==> config.mk <==
export PLATFORM = sky130hd
export DESIGN_NAME = u2r_back
export DESIGN_NICKNAME = d
export VERILOG_FILES = /design/src/hw/rtl/u2r_pkg.sv /design/src/hw/rtl/u2r_back.sv
export SDC_FILE = /design/constraint.sdc
export NUM_CORES = 1
export LEC_CHECK = 0
export ABC_AREA = 1
export BUFFER_PORTS_ARGS = -buffer_cell sky130_fd_sc_hd__buf_2
export CAP_MARGIN = 25
export CORE_MARGIN = 1
export CORE_UTILIZATION = 39
export DETAILED_ROUTE_END_ITERATION = 16
export GPL_TIMING_DRIVEN = 0
export PLACE_DENSITY_LB_ADDON = 0.08
export SLEW_MARGIN = 10
export SYNTH_ARGS = -nofsm -noshare
export SYNTH_HDL_FRONTEND = slang
export SYNTH_SLANG_ARGS = --single-unit
==> constraint.sdc <==
create_clock -name clk -period 6.1 [get_ports clk]
set_input_delay 1.22 -clock clk [delete_from_list [all_inputs] [get_ports clk]]
set_output_delay 1.22 -clock clk [all_outputs]
set_load 0.02 [all_outputs]
==> src/hw/rtl/u2r_pkg.sv <==
`default_nettype none

package u2r_pkg;

    localparam int TEXT_LEN   = 24;
    localparam int NUM_DIGITS = 17;

    // Bias of one full 400-year era of nanoseconds keeps the dividend non-negative
    localparam logic [64:0] EPOCH_BIAS  = 65'd12622780800000000000;
    localparam logic [19:0] DAY_SHIFT   = 20'd719468;
    localparam logic [4:0]  LAST_POS    = 5'd23;

    // Seconds split: biased ns >> 9, then divide by 5^9
    localparam logic [20:0] SEC_DIV    = 21'd1953125;
    // 2^28 == SEC_FOLD_Q * SEC_DIV + SEC_FOLD_R
    localparam logic [7:0]  SEC_FOLD_Q = 8'd137;
    localparam logic [19:0] SEC_FOLD_R = 20'd857331;
    localparam logic [29:0] M_SEC      = 30'(((64'd1 << 50) + 64'd1953124) / 64'd1953125);
    // Day split: seconds >> 7, then divide by 675
    localparam logic [9:0]  DAY_DIV    = 10'd675;
    localparam logic [29:0] M_DAY      = 30'(((64'd1 << 39) + 64'd674) / 64'd675);
    // Millisecond split: ns >> 6, then divide by 15625
    localparam logic [24:0] M_MS       = 25'(((64'd1 << 38) + 64'd15624) / 64'd15625);

    // ASCII codes
    localparam logic [7:0] CH_ZERO  = 8'h30;
    localparam logic [7:0] CH_DASH  = 8'h2D;
    localparam logic [7:0] CH_T     = 8'h54;
    localparam logic [7:0] CH_COLON = 8'h3A;
    localparam logic [7:0] CH_DOT   = 8'h2E;
    localparam logic [7:0] CH_Z     = 8'h5A;

    // Decimal digits in text order: YYYY MM DD hh mm ss fff
    typedef logic [NUM_DIGITS-1:0][3:0] digits_t;

    // Front result: shifted day number, second of day, millisecond
    typedef struct packed {
        logic [19:0] zday;
        logic [16:0] sod;
        logic [9:0]  msec;
    } split_t;

    // Split a value below 128 into tens and ones
    function automatic logic [7:0] bcd2(input logic [6:0] v);
        logic [14:0] p;
        logic [3:0]  tn;
        logic [6:0]  t10;
        p   = 15'(v) * 15'd205;
        tn  = p[14:11];
        t10 = 7'({tn, 3'b000}) + 7'({tn, 1'b0});
        return {tn, 4'(v - t10)};
    endfunction

    // Character at a text position
    function automatic logic [7:0] char_at(input logic [4:0] pos, input digits_t dg);
        logic [4:0] di;
        logic       is_dig;
        logic [7:0] sep;
        di     = '0;
        is_dig = 1'b1;
        sep    = CH_Z;
        unique case (pos)
            5'd0, 5'd1, 5'd2, 5'd3:  di = pos;
            5'd5, 5'd6:              di = pos - 5'd1;
            5'd8, 5'd9:              di = pos - 5'd2;
            5'd11, 5'd12:            di = pos - 5'd3;
            5'd14, 5'd15:            di = pos - 5'd4;
            5'd17, 5'd18:            di = pos - 5'd5;
            5'd20, 5'd21, 5'd22:     di = pos - 5'd6;
            5'd4, 5'd7:
            begin
                is_dig = 1'b0;
                sep    = CH_DASH;
            end
            5'd10:
            begin
                is_dig = 1'b0;
                sep    = CH_T;
            end
            5'd13, 5'd16:
            begin
                is_dig = 1'b0;
                sep    = CH_COLON;
            end
            5'd19:
            begin
                is_dig = 1'b0;
                sep    = CH_DOT;
            end
            default:
            begin
                is_dig = 1'b0;
                sep    = CH_Z;
            end
        endcase
        return is_dig ? (CH_ZERO + {4'b0000, dg[di]}) : sep;
    endfunction

endpackage

`default_nettype wire

==> src/hw/rtl/u2r_back.sv <==
`default_nettype none

module u2r_back (
    input  wire logic              clk,
    input  wire logic              rst_n,
    input  wire logic              q_empty,
    input  wire u2r_pkg::digits_t  q_head,
    output logic                   retire,
    input  wire logic              pop,
    output logic                   empty,
    output logic [7:0]             text_char,
    output logic [4:0]             char_position,
    output logic                   is_last
);
    import u2r_pkg::*;

    logic       out_valid_reg, out_valid_next;
    logic [4:0] pos_reg, pos_next;
    logic [7:0] char_reg, char_next;
    logic [4:0] opos_reg, opos_next;
    logic       last_reg, last_next;
    logic       advance;

    assign advance = !out_valid_reg || pop;

    // Walk the head item one character per cycle while the output is free or popped
    always_comb
    begin
        out_valid_next = out_valid_reg;
        pos_next       = pos_reg;
        char_next      = char_reg;
        opos_next      = opos_reg;
        last_next      = last_reg;
        retire         = 1'b0;
        if (advance)
        begin
            out_valid_next = !q_empty;
            if (!q_empty)
            begin
                char_next = char_at(pos_reg, q_head);
                opos_next = pos_reg;
                last_next = (pos_reg == LAST_POS);
                if (pos_reg == LAST_POS)
                begin
                    pos_next = '0;
                    retire   = 1'b1;
                end
                else
                    pos_next = pos_reg + 5'd1;
            end
        end
    end

    always_ff @(posedge clk or negedge rst_n)
    begin
        if (!rst_n)
        begin
            out_valid_reg <= 1'b0;
            pos_reg       <= '0;
        end
        else
        begin
            out_valid_reg <= out_valid_next;
            pos_reg       <= pos_next;
        end
    end

    always_ff @(posedge clk)
    begin
        char_reg <= char_next;
        opos_reg <= opos_next;
        last_reg <= last_next;
    end

    assign empty         = !out_valid_reg;
    assign text_char     = char_reg;
    assign char_position = opos_reg;
    assign is_last       = last_reg;

endmodule

`default_nettype wire

==> metrics <==
critical path class input port to output port; Final Cycle Share 60.9%; vias per inst 5.13; Skew-Pair Late Insertion Delay 0.24 ns; Worst Hold Slack 0.572 ns; Post-Synth Simple-Gate Area between 40% and 50%; sequential area share after synthesis 23.6%; total die area 6190 um2; net count after synthesis 438; post-synthesis mux area share 0%; Compound-Gate Fraction of Synth Area 8.96%; Largest register FFs 7; Post-synth ARST share 31.6%; Layout area overhead 24.8%; min Tclk post-route 3.72 ns; Clock Power Share 4.7%; largest net degree at the start of global routing 19; synthesized cell area 2290 um2; Synth area leader nand3_1; RSZ-0062 raised after global routing false; antenna diode count 0; sw power 0.000984 W; drt first pass iters 4; final antenna-violating net count 0; vias in the first global route 2359; Worst-path clk slew 0.06 ns; Power Density between 600 and 700 nW/um2; Final nets 529; DRC viols 0; Worst Path Arrival 2.50 ns; Avg Cell Area, Syn roughly 6.5 um2; Comb power frac 80.8%; max_cap viols 0; global-route wire length before repair 10900 um; Flop pwr share 14.5%; # rows 27; Adder-Cell Fraction of Synth Area 8.74%; worst setup margin 2.38 ns; Place WS 2.35 ns; Required @ worst endpoint 4.88 ns; Setup Fix Bufs, Post-CTS 0; drt wl/cell around 13 um; Least-Margin Pin Slew 0.874 ns; dominant synthesized flop cell edfxtp_1; Core Region 5570 um2; Post-Route Setup TNS 0 ns; Reg2Reg Depth 15; initial core utilization 41.1%; flops & latches, synth 19; Synth cell types 32; top-count cell post-synth nand3_1; HP Class flop to flop; Final Hold Fails 0; Max VDD drop 0.231 mV; largest cells by area after synthesis nand3_1, edfxtp_1, nand2_1; Internal 0.000736 W; FMAX 269 MHz; Final HPWL DP 5320 um; Final Max Tran Viols 0; Post-CTS Hold Buffers 0; die extent in y 78.6 um; slew margin rel. 41.7%; root buf cell clkbuf_8; cells after synthesis 350; CP Capture Type output port; routed via count 2629; Die W a little under 80 um; outcome finished clean; CP max FO 18; Tot GR Track Use 21.9%; setup violators final 0; IO Pins 88; initial drt markers around 160; Max Buffers Root-to-Sink 2; H-tree depth 1; Clock Skew 0.000788 ns; Worst Hold Depth 2; switching share of power 57.2%; input/output buffers 86; CP Launch Type input port; GPL Wtd Cong approximately 0.9; initial antenna violation count 0; Leakage Power 1.45 nW; top cell type's share of synthesized area 22.9%; total wire length between 6000 and 7000 um; CTS tree yes; Num CTS Buffers 3; post-synthesis xor/xnor area fraction 1.91%; cts repair resizes 0; ratio of cells with drive above 1 in the final layout 29.3%; main combinational cell family by area after synthesis simple AND/OR/NAND/NOR gates; most common library cells after synthesis nand3_1, nand2_1, inv_1, nor2_1, ha_1; EDFF count, synth 13; Congestion Overflow GR 0; Synthesis Warnings 0; clock sink total 19
## power by group through the flow
stage	Clock, W	Combinational (W)	Sequential (W)
6_report	0.0000800	0.00139	0.000250
5_1_grt	0.0000900	0.00157	0.000256
4_1_cts	0.0000821	0.00139	0.000250
3_5_place_dp	0	0.00139	0.000253
3_3_place_gp	0	0.00138	0.000252
2_1_floorplan	0	0.00103	0.000278
## worst max-delay path, cell delays in order
cell	delay [ns]
buf_2	0.09
inv_1	0.04
a21oi_2	0.69
inv_1	0.17
nor2_1	0.12
buf_2	0.17
## layout make-up
class	instances	area, um2
fill	604	2710
multi-input combinational	282	1530
sequential	19	541
timing repair buffer	86	430
inverter	35	131
buffer	14	93.8
tap	72	90.1
clock buffer	4	45.0
## per-stage QoR
| step | std cells | util [%] | power [W] | cell area, um2 |
|---|---|---|---|---|
| after floorplan | 350 | - | 0.00131 | 2290 |
| after global placement | 508 | 50.4 | 0.00163 | 2810 |
| after detailed placement | 508 | 50.5 | 0.00164 | 2820 |
| after CTS | 512 | 51.3 | 0.00172 | 2860 |
| after global routing | 512 | 51.3 | 0.00192 | 2860 |
| final | 512 | 51.3 | 0.00172 | 2860 |
## cell families (layout without fill, tap and decap cells)
kind of cell	after synthesis	in the layout
flops	19	19
buf+inv	49	139
simple gates	226	226
other cells	1	1
xor+xnor	5	5
fa+ha+maj	16	16
compound gates	34	34
## placed cells by master (no fill, tap or decap), types with 2 or more instances in the layout
cell	count
a21oi_1	7
a21oi_2	6
a31oi_1	2
buf_2	95
buf_4	2
buf_6	3
clkbuf_8	3
dfrtp_1	6
edfxtp_1	13
ha_1	16
inv_1	28
inv_2	7
nand2_1	76
nand2_2	3
nand2_4	2
nand3_1	105
nand3_2	2
nand3_4	2
nor2_1	28
nor2_4	2
nor3_1	3
o21ai_0	11
o22ai_1	4
xnor2_1	2
xor2_1	3
## layer usage
layer | global-route usage [%] | vias up | part of all wire, %
met2 | 35.0 | 81 | 46
li1 | - | 1359 | -
met4 | 4.63 | 0 | 0.61
met3 | 1.28 | 4 | 4.3
met5 | 0 | - | 0
met1 | 32.1 | 1185 | 49
## worst paths after layout
kind	from	slack (ns)	end
hold / removal	out_valid_reg	0.57	out_valid_reg
max in group asynchronous	rst_n	5.18	pos_reg[4]
min in group asynchronous	rst_n	0.78	out_valid_reg
setup / recovery	pop	2.38	retire
setup reg to reg	pos_reg[1]	2.94	text_char[3]
hold reg to reg	out_valid_reg	0.57	out_valid_reg
No activity file was read; power rests on OpenSTA's default activity.
