$ cat config.mk
export PLATFORM = sky130hd
export DESIGN_NAME = u2r_front
export DESIGN_NICKNAME = d
export VERILOG_FILES = /design/src/hw/rtl/u2r_pkg.sv /design/src/hw/rtl/u2r_front.sv
export SDC_FILE = /design/constraint.sdc
export NUM_CORES = 2
export LEC_CHECK = 0
export ABC_CLOCK_PERIOD_IN_PS = 20100
export BUFFER_PORTS_ARGS = -buffer_cell sky130_fd_sc_hd__clkbuf_2
export CAP_MARGIN = 20
export CORE_MARGIN = 2
export CORE_UTILIZATION = 50
export DETAILED_ROUTE_END_ITERATION = 7
export PLACE_DENSITY = 0.76
export SLEW_MARGIN = 20
export SYNTH_ARGS = -nofsm -noshare
export SYNTH_HDL_FRONTEND = slang
export SYNTH_SLANG_ARGS = --single-unit
export TNS_END_PERCENT = 100
$ cat constraint.sdc
create_clock -name clk -period 20.1 [get_ports clk]
set_input_delay 1.005 -clock clk [delete_from_list [all_inputs] [get_ports clk]]
set_output_delay 1.005 -clock clk [all_outputs]
set_load 0.05 [all_outputs]
$ cat src/hw/rtl/u2r_pkg.sv
`default_nettype none

package u2r_pkg;

    localparam int TEXT_LEN   = 24;
    localparam int NUM_DIGITS = 17;

    // Bias of one full 400-year era of nanoseconds keeps the dividend non-negative
    localparam logic [64:0] EPOCH_BIAS  = 65'd12622780800000000000;
    localparam logic [19:0] DAY_SHIFT   = 20'd719468;
    localparam logic [4:0]  LAST_POS    = 5'd23;

    // Seconds split: biased ns >> 9, then divide by 5^9
    localparam logic [20:0] SEC_DIV    = 21'd1953125;
    // 2^28 == SEC_FOLD_Q * SEC_DIV + SEC_FOLD_R
    localparam logic [7:0]  SEC_FOLD_Q = 8'd137;
    localparam logic [19:0] SEC_FOLD_R = 20'd857331;
    localparam logic [29:0] M_SEC      = 30'(((64'd1 << 50) + 64'd1953124) / 64'd1953125);
    // Day split: seconds >> 7, then divide by 675
    localparam logic [9:0]  DAY_DIV    = 10'd675;
    localparam logic [29:0] M_DAY      = 30'(((64'd1 << 39) + 64'd674) / 64'd675);
    // Millisecond split: ns >> 6, then divide by 15625
    localparam logic [24:0] M_MS       = 25'(((64'd1 << 38) + 64'd15624) / 64'd15625);

    // ASCII codes
    localparam logic [7:0] CH_ZERO  = 8'h30;
    localparam logic [7:0] CH_DASH  = 8'h2D;
    localparam logic [7:0] CH_T     = 8'h54;
    localparam logic [7:0] CH_COLON = 8'h3A;
    localparam logic [7:0] CH_DOT   = 8'h2E;
    localparam logic [7:0] CH_Z     = 8'h5A;

    // Decimal digits in text order: YYYY MM DD hh mm ss fff
    typedef logic [NUM_DIGITS-1:0][3:0] digits_t;

    // Front result: shifted day number, second of day, millisecond
    typedef struct packed {
        logic [19:0] zday;
        logic [16:0] sod;
        logic [9:0]  msec;
    } split_t;

    // Split a value below 128 into tens and ones
    function automatic logic [7:0] bcd2(input logic [6:0] v);
        logic [14:0] p;
        logic [3:0]  tn;
        logic [6:0]  t10;
        p   = 15'(v) * 15'd205;
        tn  = p[14:11];
        t10 = 7'({tn, 3'b000}) + 7'({tn, 1'b0});
        return {tn, 4'(v - t10)};
    endfunction

    // Character at a text position
    function automatic logic [7:0] char_at(input logic [4:0] pos, input digits_t dg);
        logic [4:0] di;
        logic       is_dig;
        logic [7:0] sep;
        di     = '0;
        is_dig = 1'b1;
        sep    = CH_Z;
        unique case (pos)
            5'd0, 5'd1, 5'd2, 5'd3:  di = pos;
            5'd5, 5'd6:              di = pos - 5'd1;
            5'd8, 5'd9:              di = pos - 5'd2;
            5'd11, 5'd12:            di = pos - 5'd3;
            5'd14, 5'd15:            di = pos - 5'd4;
            5'd17, 5'd18:            di = pos - 5'd5;
            5'd20, 5'd21, 5'd22:     di = pos - 5'd6;
            5'd4, 5'd7:
            begin
                is_dig = 1'b0;
                sep    = CH_DASH;
            end
            5'd10:
            begin
                is_dig = 1'b0;
                sep    = CH_T;
            end
            5'd13, 5'd16:
            begin
                is_dig = 1'b0;
                sep    = CH_COLON;
            end
            5'd19:
            begin
                is_dig = 1'b0;
                sep    = CH_DOT;
            end
            default:
            begin
                is_dig = 1'b0;
                sep    = CH_Z;
            end
        endcase
        return is_dig ? (CH_ZERO + {4'b0000, dg[di]}) : sep;
    endfunction

endpackage

`default_nettype wire

$ cat src/hw/rtl/u2r_front.sv
`default_nettype none

module u2r_front #(
    parameter int QDEPTH = 2
) (
    input  wire logic               clk,
    input  wire logic               rst_n,
    input  wire logic               push,
    input  wire logic signed [63:0] timestamp_ns,
    output logic                    full,
    input  wire logic               retire,
    output logic                    launch,
    output u2r_pkg::split_t         split
);
    import u2r_pkg::*;

    localparam int CW = $clog2(QDEPTH + 1);

    typedef enum logic [6:0] {
        ST_IDLE = 7'b0000001,
        ST_FOLD = 7'b0000010,
        ST_QUO  = 7'b0000100,
        ST_REM  = 7'b0001000,
        ST_DIV  = 7'b0010000,
        ST_SOD  = 7'b0100000,
        ST_DONE = 7'b1000000
    } state_t;

    state_t      state_reg, state_next;
    logic        buf_valid_reg, buf_valid_next;
    logic [63:0] buf_reg;
    logic [1:0]  cnt_reg, cnt_next;
    logic [55:0] p_reg, p_next;
    logic [8:0]  low_reg, low_next;
    logic [35:0] qacc_reg, qacc_next;
    logic [7:0]  qv_reg, qv_next;
    logic [35:0] sec_reg, sec_next;
    logic [29:0] rem_reg, rem_next;
    logic [17:0] day_reg, day_next;
    logic [9:0]  msec_reg, msec_next;
    logic [16:0] sod_reg, sod_next;
    logic [CW-1:0] credit_reg, credit_next;
    logic        launch_reg, launch_next;
    split_t      split_reg, split_next;

    logic        accept, take, fire;
    logic [64:0] biased;
    logic [27:0] fold_hi;
    logic [47:0] fold_res;
    logic [35:0] fold_quo;
    logic [58:0] pr_sec, pr_day;
    logic [48:0] pr_ms;
    logic [28:0] sec_rem, day_rem;

    assign accept = push && !buf_valid_reg;
    assign full   = buf_valid_reg;
    assign launch = launch_reg;
    assign split  = split_reg;
    assign biased = {buf_reg[63], buf_reg} + EPOCH_BIAS;
    assign fire   = (state_reg == ST_DONE) && (credit_reg < CW'(QDEPTH));
    assign take   = buf_valid_reg && ((state_reg == ST_IDLE) || fire);

    // Fold 2^28 multiples of the 5^9 divisor into the quotient, then reciprocals
    assign fold_hi  = p_reg[55:28];
    assign fold_res = 48'(fold_hi) * 48'(SEC_FOLD_R);
    assign fold_quo = 36'(fold_hi) * 36'(SEC_FOLD_Q);
    assign pr_sec   = 59'(p_reg[28:0]) * 59'(M_SEC);
    assign sec_rem  = p_reg[28:0] - 29'(29'(qv_reg) * 29'(SEC_DIV));
    assign pr_day   = 59'(sec_reg[35:7]) * 59'(M_DAY);
    assign pr_ms    = 49'(rem_reg[29:6]) * 49'(M_MS);
    assign day_rem  = sec_reg[35:7] - 29'(29'(day_reg) * 29'(DAY_DIV));

    // Sequencer
    always_comb
    begin
        state_next     = state_reg;
        cnt_next       = cnt_reg;
        p_next         = p_reg;
        low_next       = low_reg;
        qacc_next      = qacc_reg;
        qv_next        = qv_reg;
        sec_next       = sec_reg;
        rem_next       = rem_reg;
        day_next       = day_reg;
        msec_next      = msec_reg;
        sod_next       = sod_reg;
        launch_next    = 1'b0;
        split_next     = split_reg;
        buf_valid_next = buf_valid_reg;
        if (accept)
            buf_valid_next = 1'b1;
        else if (take)
            buf_valid_next = 1'b0;
        credit_next = credit_reg + CW'(fire) - CW'(retire);

        unique case (state_reg)
            ST_IDLE, ST_DONE:
            begin
                if (fire)
                begin
                    launch_next     = 1'b1;
                    split_next.zday = 20'(day_reg) + DAY_SHIFT;
                    split_next.sod  = sod_reg;
                    split_next.msec = msec_reg;
                    state_next      = ST_IDLE;
                end
                if (take)
                begin
                    p_next     = biased[64:9];
                    low_next   = biased[8:0];
                    qacc_next  = '0;
                    cnt_next   = '0;
                    state_next = ST_FOLD;
                end
            end
            ST_FOLD:
            begin
                p_next    = 56'(fold_res) + 56'(p_reg[27:0]);
                qacc_next = qacc_reg + fold_quo;
                cnt_next  = cnt_reg + 2'd1;
                if (cnt_reg == 2'd3)
                    state_next = ST_QUO;
            end
            ST_QUO:
            begin
                qv_next    = pr_sec[57:50];
                state_next = ST_REM;
            end
            ST_REM:
            begin
                sec_next   = qacc_reg + 36'(qv_reg);
                rem_next   = {sec_rem[20:0], low_reg};
                state_next = ST_DIV;
            end
            ST_DIV:
            begin
                day_next   = pr_day[56:39];
                msec_next  = pr_ms[47:38];
                state_next = ST_SOD;
            end
            ST_SOD:
            begin
                sod_next   = {day_rem[9:0], sec_reg[6:0]};
                state_next = ST_DONE;
            end
            default:
                state_next = ST_IDLE;
        endcase
    end

    always_ff @(posedge clk or negedge rst_n)
    begin
        if (!rst_n)
        begin
            state_reg     <= ST_IDLE;
            buf_valid_reg <= 1'b0;
            credit_reg    <= '0;
            launch_reg    <= 1'b0;
            cnt_reg       <= '0;
        end
        else
        begin
            state_reg     <= state_next;
            buf_valid_reg <= buf_valid_next;
            credit_reg    <= credit_next;
            launch_reg    <= launch_next;
            cnt_reg       <= cnt_next;
        end
    end

    always_ff @(posedge clk)
    begin
        if (accept)
            buf_reg <= timestamp_ns;
        p_reg     <= p_next;
        low_reg   <= low_next;
        qacc_reg  <= qacc_next;
        qv_reg    <= qv_next;
        sec_reg   <= sec_next;
        rem_reg   <= rem_next;
        day_reg   <= day_next;
        msec_reg  <= msec_next;
        sod_reg   <= sod_next;
        split_reg <= split_next;
    end

endmodule

`default_nettype wire

==> results_dict.tcl <==
set metrics [dict create \
    status "finished, final reports clean" \
    grt_max_degree 71 \
    post_cts_buffers 0 \
    reg2reg_slack_ns 12.06 \
    finalCriticalPeriod_ns 8.04 \
    avgViaCountPerCell 5.25 \
    cts_htree_levels 2 \
    slowest_stage "edfxtp_1" \
    wl_per_cell_um 18.3 \
    ant_nets 0 \
    synth_flop_cell "edfxtp_1" \
    cp-end-kind "flip-flop" \
    hold_buffers 0 \
    dp_hpwl_mm 122 \
    port_buffers 109 \
    setup_violations 0 \
    synth-async-reset-ratio_pct 4.00 \
    max_freq_mhz 124 \
    clk_latency_ns 0.61 \
    drive_above_1_share_pct 3.84 \
    path_buf_inv 6 \
    num_vias 41000 \
    die_area_mm2 0.130 \
    first_pass_iters 5 \
    synthToLayoutAreaGrowth_pct 6.54 \
    die_height_um 361 \
    clk_pin_slew_ns 0.06 \
    cts_buffers 41 \
    worst_pin_slew_ns 1.13 \
    maxSlewHeadroom_pct 24.4 \
    clock_path_buffers 3 \
    hp-class "in2async" \
    path_cells "ha_1 -> inv_1 -> fa_1 -> inv_1 -> fa_1 -> inv_1 -> fa_1 -> inv_1 -> fa_1 -> fa_1 -> inv_1 -> fa_1 -> inv_1 -> ha_1 -> a21o_1 -> a21o_1 -> nor4_1 -> nand3_1 -> a31oi_1 -> nor4_1 -> or4_1 -> a311oi_1 -> xor2_1 -> a21oi_1" \
    largest_register_ff_count 58 \
    worstSetupPathType "reg2reg" \
    fin_setup_tns_ns 0 \
    cts_resized 0 \
    required_ns 20.43 \
    core_area_mm2 0.126 \
    cp.arrival_ns 8.37 \
    netlist_area_mm2 0.0636 \
    fillerInstances 10900 \
    initial_utilization_pct 50.5 \
    synth.avg_cell_area_um2 10.7 \
    die_w_um 361 \
    nNetsFinal 8625 \
    drcViolationCount 0 \
    cts_root_buffer "clkbuf_16" \
    yosysWarnings 0 \
    max_stage_delay_ns 0.76 \
    rsz0062_at_grt "no" \
    finalMaxSlewViolations 0 \
    num_io_pins 117 \
    cp-start-kind "flip-flop" \
    routed_wl_mm 143 \
    gp_congestion 0.944 \
    ys_types 76 \
    cts_tree "done" \
    grt_usage_pct 22.9 \
    initialDrtViolationCount 2281 \
    grt_remaining_overflow 0 \
    synth_cells 5962 \
    max_cap_violations 0 \
    yosysSeqAreaShare_pct 15.2 \
    fin_crit_sh_pct 40.0 \
    fin_worst_skew_ns 0.0302 \
    hold_viol 0 \
    synth_nets 8467 \
    ys_seq_elements 325 \
    antenna_found_initial 2 \
    rows 130 \
    grt_pass1_vias 45100 \
    clock-sinks 325 \
    grt_pass1_wl_mm 235 \
    synth_edf_count 312 \
    critPathMaxFanout 14 \
    crit_family "adder cells" \
]
-- worst paths after layout --
kind | startpoint | end | cells after the start
hold reg to reg | msec_reg[7] | split[7] | 0
setup reg to reg | p_reg[31] | p_reg[41] | 24
setup / recovery | p_reg[31] | p_reg[41] | 24
hold / removal | rst_n | launch | 1
min in group clk | msec_reg[7] | split[7] | 0
max in group asynchronous | rst_n | state_reg[0] | 1
-- cells in the mapped netlist, types with 21 or more instances --
master       n  area [µm²]
a211oi_1    21         158
a21o_1      96         721
a21oi_1    183         916
a31oi_1     25         156
and3_1      24         150
clkbuf_1    31         116
edfxtp_1   312        9370
fa_1      1047       21000
ha_1      1390       17400
inv_1     1707        6410
nand2_1    139         522
nand3_1     56         280
nand4_1     32         200
nor2_1     185         694
nor2b_1     29         181
nor3_1      47         235
o21a_1      25         188
o21ai_0    104         521
o21bai_1    29         218
xnor2_1    147        1290
xor2_1      85         744
-- layout by cell type, fill, tap and decap left out, drive strengths merged, types with 30 or more instances in the layout --
master     n
inv     1710
ha      1390
fa      1047
edfxtp   312
nor2     185
a21oi    183
clkbuf   158
xnor2    147
nand2    139
o21ai    113
a21o      96
xor2      85
nand3     56
nor3      47
buf       38
nand4     32
o21bai    30
-- metal layers --
| metal | vias up | GRT usage, % | share of wire, % | routed length, µm |
|---|---|---|---|---|
| met3 | 209 | 3.12 | 5.1 | 7300 |
| li1 | 19400 | - | - | - |
| met5 | - | 0 | 0 | 0 |
| met2 | 913 | 38.6 | 48 | 68300 |
| met4 | 0 | 6.26 | 2.9 | 4140 |
| met1 | 20500 | 30.9 | 44 | 63100 |
-- worst reg2reg max path, delay by kind of cell, from the launching register on --
| kind | cells | cell delay, ns |
|---|---|---|
| and+or+nand+nor | 4 | 1.09 |
| AOI/OAI and AO/OA | 5 | 1.27 |
| xor gates and xnor gates | 1 | 0.24 |
| adders and majority gates | 8 | 4.05 |
| DFF | 1 | 0.76 |
| buffers and inverters | 6 | 0.36 |
-- cell families (layout without fill, tap and decap cells) --
family          after synthesis  in the layout  synth area share (%)
xor+xnor                    232            232                  3.20
simple gates                615            615                  4.71
mux                           4              4                0.0630
buf+inv                    1739           1926                  10.3
flops                       325            325                  15.2
fa+ha+maj                  2437           2437                  60.3
compound gates              609            609                  6.21
other cells                   1              2               0.00590
-- area by class of cell --
| cell class | count | area [µm²] | area share (%) |
|---|---|---|---|
| multi-input combinational | 3898 | 47400 | 69.9 |
| sequential | 325 | 9700 | 14.3 |
| timing repair buffer | 147 | 847 | 1.25 |
| clock buffer | 49 | 1090 | 1.60 |
| antenna | 1 | 2.50 | 0.00369 |
| tap | 1650 | 2060 | 3.05 |
| inverter | 1707 | 6410 | 9.46 |
| clock inverter | 23 | 258 | 0.380 |
-- metrics by stage --
step	setup WS (ns)	area [µm²]	utilization (%)	hold WS (ns)	cells
after floorplan	13.05	63600	-	0.400	5962
after global placement	12.22	66400	52.7	0.402	7725
after detailed placement	12.17	66400	52.7	0.405	7725
after CTS	12.10	67700	53.8	0.283	7797
after global routing	11.84	67800	53.8	0.307	7799
final	12.06	67800	53.8	0.310	7800
Power is left out: the tool's default activity adds up to more than one toggle a clock period on the data nets, which glitch-free logic cannot reach.
