--- src/hw/rtl/u2r_pkg.sv ---
`default_nettype none

package u2r_pkg;

    localparam int TEXT_LEN   = 24;
    localparam int NUM_DIGITS = 17;

    // Bias of one full 400-year era of nanoseconds keeps the dividend non-negative
    localparam logic [64:0] EPOCH_BIAS  = 65'd12622780800000000000;
    localparam logic [19:0] DAY_SHIFT   = 20'd719468;
    localparam logic [4:0]  LAST_POS    = 5'd23;

    // Seconds split: biased ns >> 9, then divide by 5^9
    localparam logic [20:0] SEC_DIV    = 21'd1953125;
    // 2^28 == SEC_FOLD_Q * SEC_DIV + SEC_FOLD_R
    localparam logic [7:0]  SEC_FOLD_Q = 8'd137;
    localparam logic [19:0] SEC_FOLD_R = 20'd857331;
    localparam logic [29:0] M_SEC      = 30'(((64'd1 << 50) + 64'd1953124) / 64'd1953125);
    // Day split: seconds >> 7, then divide by 675
    localparam logic [9:0]  DAY_DIV    = 10'd675;
    localparam logic [29:0] M_DAY      = 30'(((64'd1 << 39) + 64'd674) / 64'd675);
    // Millisecond split: ns >> 6, then divide by 15625
    localparam logic [24:0] M_MS       = 25'(((64'd1 << 38) + 64'd15624) / 64'd15625);

    // ASCII codes
    localparam logic [7:0] CH_ZERO  = 8'h30;
    localparam logic [7:0] CH_DASH  = 8'h2D;
    localparam logic [7:0] CH_T     = 8'h54;
    localparam logic [7:0] CH_COLON = 8'h3A;
    localparam logic [7:0] CH_DOT   = 8'h2E;
    localparam logic [7:0] CH_Z     = 8'h5A;

    // Decimal digits in text order: YYYY MM DD hh mm ss fff
    typedef logic [NUM_DIGITS-1:0][3:0] digits_t;

    // Front result: shifted day number, second of day, millisecond
    typedef struct packed {
        logic [19:0] zday;
        logic [16:0] sod;
        logic [9:0]  msec;
    } split_t;

    // Split a value below 128 into tens and ones
    function automatic logic [7:0] bcd2(input logic [6:0] v);
        logic [14:0] p;
        logic [3:0]  tn;
        logic [6:0]  t10;
        p   = 15'(v) * 15'd205;
        tn  = p[14:11];
        t10 = 7'({tn, 3'b000}) + 7'({tn, 1'b0});
        return {tn, 4'(v - t10)};
    endfunction

    // Character at a text position
    function automatic logic [7:0] char_at(input logic [4:0] pos, input digits_t dg);
        logic [4:0] di;
        logic       is_dig;
        logic [7:0] sep;
        di     = '0;
        is_dig = 1'b1;
        sep    = CH_Z;
        unique case (pos)
            5'd0, 5'd1, 5'd2, 5'd3:  di = pos;
            5'd5, 5'd6:              di = pos - 5'd1;
            5'd8, 5'd9:              di = pos - 5'd2;
            5'd11, 5'd12:            di = pos - 5'd3;
            5'd14, 5'd15:            di = pos - 5'd4;
            5'd17, 5'd18:            di = pos - 5'd5;
            5'd20, 5'd21, 5'd22:     di = pos - 5'd6;
            5'd4, 5'd7:
            begin
                is_dig = 1'b0;
                sep    = CH_DASH;
            end
            5'd10:
            begin
                is_dig = 1'b0;
                sep    = CH_T;
            end
            5'd13, 5'd16:
            begin
                is_dig = 1'b0;
                sep    = CH_COLON;
            end
            5'd19:
            begin
                is_dig = 1'b0;
                sep    = CH_DOT;
            end
            default:
            begin
                is_dig = 1'b0;
                sep    = CH_Z;
            end
        endcase
        return is_dig ? (CH_ZERO + {4'b0000, dg[di]}) : sep;
    endfunction

endpackage

`default_nettype wire

--- src/hw/rtl/u2r_queue.sv ---
`default_nettype none

module u2r_queue #(
    parameter int DEPTH = 2
) (
    input  wire logic              clk,
    input  wire logic              rst_n,
    input  wire logic              wr_en,
    input  wire u2r_pkg::digits_t  wr_data,
    input  wire logic              rd_en,
    output logic                   empty,
    output u2r_pkg::digits_t       rd_data
);
    import u2r_pkg::*;

    localparam int AW = $clog2(DEPTH);
    localparam int CW = $clog2(DEPTH + 1);

    digits_t       mem_reg [DEPTH];
    logic [AW-1:0] wr_ptr_reg, wr_ptr_next;
    logic [AW-1:0] rd_ptr_reg, rd_ptr_next;
    logic [CW-1:0] count_reg, count_next;

    // Pointer and occupancy update
    always_comb
    begin
        wr_ptr_next = wr_ptr_reg;
        rd_ptr_next = rd_ptr_reg;
        if (wr_en)
            wr_ptr_next = (wr_ptr_reg == AW'(DEPTH - 1)) ? '0 : wr_ptr_reg + AW'(1);
        if (rd_en)
            rd_ptr_next = (rd_ptr_reg == AW'(DEPTH - 1)) ? '0 : rd_ptr_reg + AW'(1);
        count_next = count_reg + CW'(wr_en) - CW'(rd_en);
    end

    always_ff @(posedge clk or negedge rst_n)
    begin
        if (!rst_n)
        begin
            wr_ptr_reg <= '0;
            rd_ptr_reg <= '0;
            count_reg  <= '0;
        end
        else
        begin
            wr_ptr_reg <= wr_ptr_next;
            rd_ptr_reg <= rd_ptr_next;
            count_reg  <= count_next;
        end
    end

    always_ff @(posedge clk)
    begin
        if (wr_en)
            mem_reg[wr_ptr_reg] <= wr_data;
    end

    assign empty   = (count_reg == '0);
    assign rd_data = mem_reg[rd_ptr_reg];

endmodule

`default_nettype wire

--- config.mk ---
export PLATFORM = sky130hd
export DESIGN_NAME = u2r_queue
export DESIGN_NICKNAME = d
export VERILOG_FILES = /design/src/hw/rtl/u2r_pkg.sv /design/src/hw/rtl/u2r_queue.sv
export SDC_FILE = /design/constraint.sdc
export NUM_CORES = 1
export LEC_CHECK = 0
export BUFFER_PORTS_ARGS = -buffer_cell sky130_fd_sc_hd__buf_2
export CAP_MARGIN = 0
export CORE_MARGIN = 2
export CORE_UTILIZATION = 30
export DETAILED_ROUTE_END_ITERATION = 7
export PLACE_DENSITY_LB_ADDON = 0.15
export SYNTH_ARGS = -nofsm -noshare
export SYNTH_HDL_FRONTEND = slang
export SYNTH_SLANG_ARGS = --single-unit
--- constraint.sdc ---
create_clock -name clk -period 4 [get_ports clk]
set_clock_uncertainty 0.2 [all_clocks]
set_input_delay 0.2 -clock clk [delete_from_list [all_inputs] [get_ports clk]]
set_output_delay 0.2 -clock clk [all_outputs]
set_load 0.05 [all_outputs]
==> run summary, run 1 <==
Multiplexer fraction of the synthesized cell area: 15.63%
Core Area: 16640 sq um
Diode insertion count for antenna repair: 0
NetSw: 0.002214 W
Routed length per instance: 13.97 um
Required time of the worst setup path: 3.60 ns
Crit Path Class: reg2out
Slew margin rel.: 31.78%
GRT overflow: 0
Synthesized-area fraction occupied by xor and xnor cells: 0.8033%
TritonRoute pass-1 iters: 4
Result of the run: finished, final reports clean
Count of clock tree sinks: 140
Via Count: 2833
Combinational family with the most area after synthesis: multiplexers
Post-synthesis instance area: 5140 sq um
Average cell area after synthesis: 22.74 sq um
Min Clock Period, post-route: 2.607 ns
Internal power: 0.003569 W
Post-synthesis compound-gate area fraction: 0%
Routed Wire Length: 9539 um
Data arrival, critical path: 2.21 ns
Share of layout cells above drive strength 1: 51.62%
Cell count of the worst reg-to-reg path: 1
Upper clock frequency limit: 383.6 MHz
Switching fraction of total power: 38.29%
CTS resizes: 0
Number of placed instances, taps included: 580
Synthesized-area fraction occupied by adder cells: 0.4869%
Effective utilization at floorplan: 30.88%
Register-to-Register Setup Slack: 2.15 ns
Max VDD drop: 0.4251 mV
Placed wire-length estimate: 5660 um
Nets: 525
Setup TNS: 0 ns
Max-Cap Viols: 0
DRC marker count from the first detailed-route iteration: 118
Number of buffers created by CTS: 17
First-pass GRT wire length: 14990 um
Setup-violating endpoint count in the final report: 0
Clock slew at the register clock pins of the worst setup and hold paths: 0.06 ns
Area growth, synth to finish: 43.62%
Sequential share of power: 37.4%
Pin count of the biggest net entering global routing: 70
Area fraction in and, or, nand and nor cells after synthesis: 0.3165%
Static leakage power: 2.830 nW
Type of the most critical hold path: in2reg
Routability congestion estimate: 0.6596
Slew at the pin with the worst max-slew slack: 1.023 ns
Die Ht: 134.9 um
Proportion of netlist area held by the largest area contributor: 79.45%
Clock network fraction of total power: 26.6%
Post-synth cell types: 14
Capture instance of the worst register-to-register path: mem_reg[1][36]
Number of levels the H-tree was split into: 4
Startpoint of the worst register-to-register path: wr_ptr_reg
Maximum clock path buffer count: 2
Critical path capture point type: primary output
Final number of max-transition violations: 0
Aggregate global-route resource usage: 10.95%
Final cell utilization of the core: 44.36%
Startpoint Class: flop
Count of synthesis-stage warnings from yosys: 0
Critical Path End: rd_data[62]
Post-synthesis cell type with the largest combined area: sky130_fd_sc_hd__edfxtp_1
Root buf cell: sky130_fd_sc_hd__clkbuf_16
Clk_lat worst skew: 0.40 ns
Top cells by area, synth: sky130_fd_sc_hd__edfxtp_1 (79%), sky130_fd_sc_hd__mux2_2 (13%), sky130_fd_sc_hd__mux2_4 (2.9%)
Critical path fanouts, max: 69
Vias in the first global route: 3029
Number of antenna violations at the first check in global routing: 0
Filler Cell Count: 1518
Final critical-path share of the clock period: 65.18%
Post-Layout Cell Count: 683
DRC violation count after routing: 0
Areal power density over the cells: 783.4 nW/um^2
Number of routed nets with antenna violations: 0
Logic gate share of total power: 36.1%
Post-DR vias/cell: 4.148
Launch point of the critical path: rd_ptr_reg
Die width: 134.9 um
Die Area: 18200 sq um
Final Hold Fails: 0
IO buf count: 140
Number of storage elements in the synthesis netlist: 140
Sequential-to-total area share from yosys stat: 81.40%
Post-Synthesis Cells: 226
RSZ-0062 raised after global routing: false
Flip-flop count of the largest register, all copies and words added: 136
Synthesized Nets: 300
CTS tree: done
Site Rows: 47
PnR Total Power: 0.005783 W
IO Count: 141
## synth_stat cells (all sizes together)
cell type and instances:
edfxtp 136, xor3 1, mux2 68, nor2 1, inv 2, xor2 2
dfrtp 4, nor2b 1, buf 8, and2 1, ha 2
## timing repair
action,CTS,global route
endpoints found under the setup margin,0,0
endpoints found under the hold margin,143,0
buffers inserted,0,0
hold buffers,72,0
## kinds of logic (layout without fill, tap and decap cells)
logic type                 count (synthesis)  count (layout)
xor gates and xnor gates                   3               3
DFF                                      140             140
buffers and inverters                     10             247
and+or+nand+nor                            3               3
adders and majority gates                  2               2
muxes                                     68              68
## final cells by class
cell class,instances,area [sq um],share of cell area [%]
flip-flops and latches,140,4188,56.73
repair buffers,214,1436,19.46
multi-input cells,76,895.9,12.14
clock buffers,18,429.2,5.814
well taps,220,275.3,3.729
clock inverters,13,150.1,2.034
inverters,2,7.507,0.1017
## placed cells by master (no fill, tap or decap), drive strengths merged, types with 3 or more instances in the layout
master and instances:
clkbuf 18, inv 3, edfxtp 136, mux2 68
dlygate4sd3 72, dfrtp 4, clkinv 6, clkinvlp 3
bufinv 3, buf 142
## power by group through the flow
stage          logic (W)  clock network, W  registers (W)
2_1_floorplan    0.00179                 0        0.00204
3_3_place_gp     0.00206                 0        0.00220
3_5_place_dp     0.00206                 0        0.00221
4_1_cts          0.00212           0.00158        0.00218
5_1_grt          0.00219           0.00165        0.00221
6_report         0.00209           0.00154        0.00216
## metrics by stage
stage | setup WS, ns | hold WS, ns | instance area, sq um
floorplan | 1.193 | -0.2956 | 5142
global placement | 1.770 | -0.1899 | 6082
detailed placement | 1.777 | -0.1869 | 6082
CTS | 1.312 | 0.2781 | 7382
global route | 1.267 | 0.2979 | 7382
finish | 1.393 | 0.3062 | 7382
## worst max-delay path: stages (launching register included)
cell                      delay (ns)
sky130_fd_sc_hd__dfrtp_4        1.10
sky130_fd_sc_hd__mux2_2         0.44
sky130_fd_sc_hd__buf_2          0.22
## per-layer routing
layer,global-route usage [%],routed length (um)
met5,0,0
met4,5.673,140
met3,4.317,652
met2,18.05,4682
met1,12.30,4063
## worst min path at each step
| stage | to | from | depth (start not counted) |
|---|---|---|---|
| after floorplan | count_reg[0] | rst_n | 0 |
| after global placement | count_reg[1] | rst_n | 1 |
| after detailed placement | wr_ptr_reg | rst_n | 1 |
| after CTS | mem_reg[1][56] | wr_data[56] | 2 |
| after global routing | mem_reg[0][19] | wr_data[19] | 2 |
| final | mem_reg[0][9] | wr_data[9] | 2 |
(Power assumes the default switching activity.)
==> run 2, diff against run 1 <==
==> constraint.sdc (replaced) <==
create_clock -name clk -period 2.1 [get_ports clk]
set_clock_uncertainty 0.2 [all_clocks]
set_input_delay 0.105 -clock clk [delete_from_list [all_inputs] [get_ports clk]]
set_output_delay 0.105 -clock clk [all_outputs]
set_load 0.05 [all_outputs]
==> run summary, run 2 (same netlist as run 1, synthesis figures left out) <==
Result of the run: finished, final reports clean (unchanged)
Share of layout cells above drive strength 1: 51.61% (was 51.62%)
DRC violation count after routing: 0 (unchanged)
Internal power: 0.006768 W (was 0.003569 W)
Count of clock tree sinks: 140 (unchanged)
Met3 Track Usage GR: 4.542% (was 4.317%)
Post-Layout Cell Count: 685 (was 683)
Leading cell types in the layout, fill and taps excluded: sky130_fd_sc_hd__buf_2 (140), sky130_fd_sc_hd__edfxtp_1 (136), sky130_fd_sc_hd__dlygate4sd3_1 (72), sky130_fd_sc_hd__mux2_2 (58), sky130_fd_sc_hd__clkbuf_16 (17) (unchanged)
Data arrival, critical path: 1.69 ns (was 2.21 ns)
Clock slew at the register clock pins of the worst setup and hold paths: 0.05 ns (was 0.06 ns)
Effective utilization at floorplan: 30.88% (unchanged)
Site Rows: 47 (unchanged)
Pin count of the biggest net entering global routing: 69 (was 70)
Slew margin rel.: 73.01% (was 31.78%)
Startpoint Class: flop (unchanged)
Routed length per instance: 14.20 um (was 13.97 um)
Final Hold Fails: 0 (unchanged)
IO buf count: 140 (unchanged)
Nets: 527 (was 525)
CTS resizes: 0 (unchanged)
Leading cell type in the layout, fill and taps excluded: sky130_fd_sc_hd__buf_2 (unchanged)
Upper clock frequency limit: 501.0 MHz
DRC marker count from the first detailed-route iteration: 103 (was 118)
Via Count: 2838 (was 2833)
Critical path capture point type: primary output (unchanged)
Required time of the worst setup path: 1.79 ns (was 3.60 ns)
Core Area: 16640 sq um (unchanged)
TritonRoute pass-1 iters: 4 (unchanged)
Filler Cell Count: 1519 (was 1518)
GRT overflow: 0 (unchanged)
Number of antenna violations at the first check in global routing: 0 (unchanged)
Non-Filler Cell Area, Final: 7410 sq um (was 7382 sq um)
IO Count: 141 (unchanged)
GR met1 Demand/Resource: 12.50% (was 12.30%)
Number of routed nets with antenna violations: 0 (unchanged)
Number of levels the H-tree was split into: 4 (unchanged)
Number of buffers created by CTS: 17 (unchanged)
Flip-flop count of the largest register, all copies and words added: 136 (unchanged)
Sequential share of power: 35.2% (was 37.4%)
Clk_lat worst skew: 0.41 ns (was 0.40 ns)
Number of placed instances, taps included: 582 (was 580)
Die Ht: 134.9 um (unchanged)
Type of the most critical hold path: in2reg (unchanged)
Die Area: 18200 sq um (unchanged)
Root buf cell: sky130_fd_sc_hd__clkbuf_16 (unchanged)
Setup-violating endpoint count in the final report: 0 (unchanged)
Max VDD drop: 0.5669 mV (was 0.4251 mV)
Die width: 134.9 um (unchanged)
Crit Path Class: reg2out (unchanged)
Routability congestion estimate: 0.6531 (was 0.6596)
CTS tree: done (unchanged)
Buffers inserted by post-CTS timing repair: 0 (unchanged)
Final number of max-transition violations: 0 (unchanged)
Max-Cap Viols: 0 (unchanged)
Post-DR vias/cell: 4.143 (was 4.148)
Setup TNS: 0 ns (unchanged)
RSZ-0062 raised after global routing: false (unchanged)
Aggregate global-route resource usage: 11.38% (was 10.95%)
M2 GR Usage: 19.06% (was 18.05%)
First-pass GRT wire length: 15410 um (was 14990 um)
Total placed instance area: 6147 sq um (was 6082 sq um)
Logic gate share of total power: 39.6% (was 36.1%)
Routed Wire Length: 9729 um (was 9539 um)
Critical path fanouts, max: 34 (was 69)
Global-route layer with the greatest usage: met2 (unchanged)
Area growth, synth to finish: 44.16% (was 43.62%)
Slew at the pin with the worst max-slew slack: 0.4048 ns (was 1.023 ns)
NetSw: 0.004186 W (was 0.002214 W)
Clock network fraction of total power: 25.2% (was 26.6%)
Static leakage power: 2.853 nW (was 2.830 nW)
Final critical-path share of the clock period: 95.04%
Placed wire-length estimate: 5724 um (was 5660 um)
Maximum clock path buffer count: 2 (unchanged)
Min Clock Period, post-route: 1.996 ns
Vias in the first global route: 3152 (was 3029)
Areal power density over the cells: 1478 nW/um^2 (was 783.4 nW/um^2)
Switching fraction of total power: 38.21% (was 38.29%)
Diode insertion count for antenna repair: 0 (unchanged)
==> run 2: cell count changes in the layout (fill, tap and decap cells not counted) <==
cell                         previous run  this run
sky130_fd_sc_hd__clkinv_2               1         5
sky130_fd_sc_hd__inv_6                  1         0
sky130_fd_sc_hd__clkinvlp_4             3         0
sky130_fd_sc_hd__buf_12                 0         4
sky130_fd_sc_hd__bufinv_16              3         2
sky130_fd_sc_hd__clkbuf_1               1         5
sky130_fd_sc_hd__buf_4                  2         0
sky130_fd_sc_hd__clkinv_1               4         1
==> run 2: routing by layer <==
layer | wire length (um) | vias to the layer above
met5 | 0 | -
met4 | 210 | 0
met3 | 685 | 18
met2 | 4846 | 97
met1 | 3986 | 1370
li1 | - | 1353
==> run 2: path summary, 6_finish.rpt <==
| check | start | end | slack, ns | depth (start not counted) |
|---|---|---|---|---|
| min in group asynchronous | rst_n | count_reg[1] | 0.39 | 3 |
| setup reg to reg | wr_ptr_reg | mem_reg[1][40] | 0.58 | 2 |
| hold / removal | wr_data[52] | mem_reg[1][52] | 0.21 | 2 |
| max in group asynchronous | rst_n | rd_ptr_reg | 1.11 | 3 |
| hold reg to reg | wr_ptr_reg | wr_ptr_reg | 0.34 | 1 |
| setup / recovery | rd_ptr_reg | rd_data[65] | 0.10 | 3 |
==> run 2: final cells by class <==
cell class	count	area (sq um)	share of cell area, %
Sequential cell	140	4188	56.52
Timing Repair Buffer	216	1501	20.26
Multi-Input combinational cell	76	895.9	12.09
Clock buffer	22	444.2	5.995
Tap cell	220	275.3	3.715
Clock inverter	9	97.59	1.317
Inverter	2	7.507	0.1013
==> run 2: through the flow <==
stage                     util, %  worst slack (ns)  total power [W]  hold WS (ns)
after CTS                   44.52           0.05809          0.01116        0.1850
after global routing        44.52           0.03962          0.01146        0.2029
after global placement      36.94            0.5232         0.008198       -0.2842
final                       44.52            0.1041          0.01095        0.2143
after floorplan                 -           0.04442         0.007281       -0.3906
after detailed placement    36.94            0.5147         0.008242       -0.2814
==> run 2: power by group through the flow <==
stage               Combinational (W)  Sequential (W)  Clock, W
CTS                           0.00444         0.00386   0.00286
global route                  0.00460         0.00390   0.00296
global placement              0.00430         0.00389         0
finish                        0.00434         0.00385   0.00276
floorplan                     0.00341         0.00387         0
detailed placement            0.00432         0.00392         0
==> run 2: what timing repair did <==
action	CTS	global route
endpoints found under the hold margin	144	0
hold buffers	72	0
endpoints found under the setup margin	0	0
==> run 2: worst max-delay path, stage by stage (launching register included) <==
cell                      delay (ns)
sky130_fd_sc_hd__dfrtp_4        0.44
sky130_fd_sc_hd__buf_12         0.23
sky130_fd_sc_hd__mux2_2         0.37
sky130_fd_sc_hd__buf_2          0.21
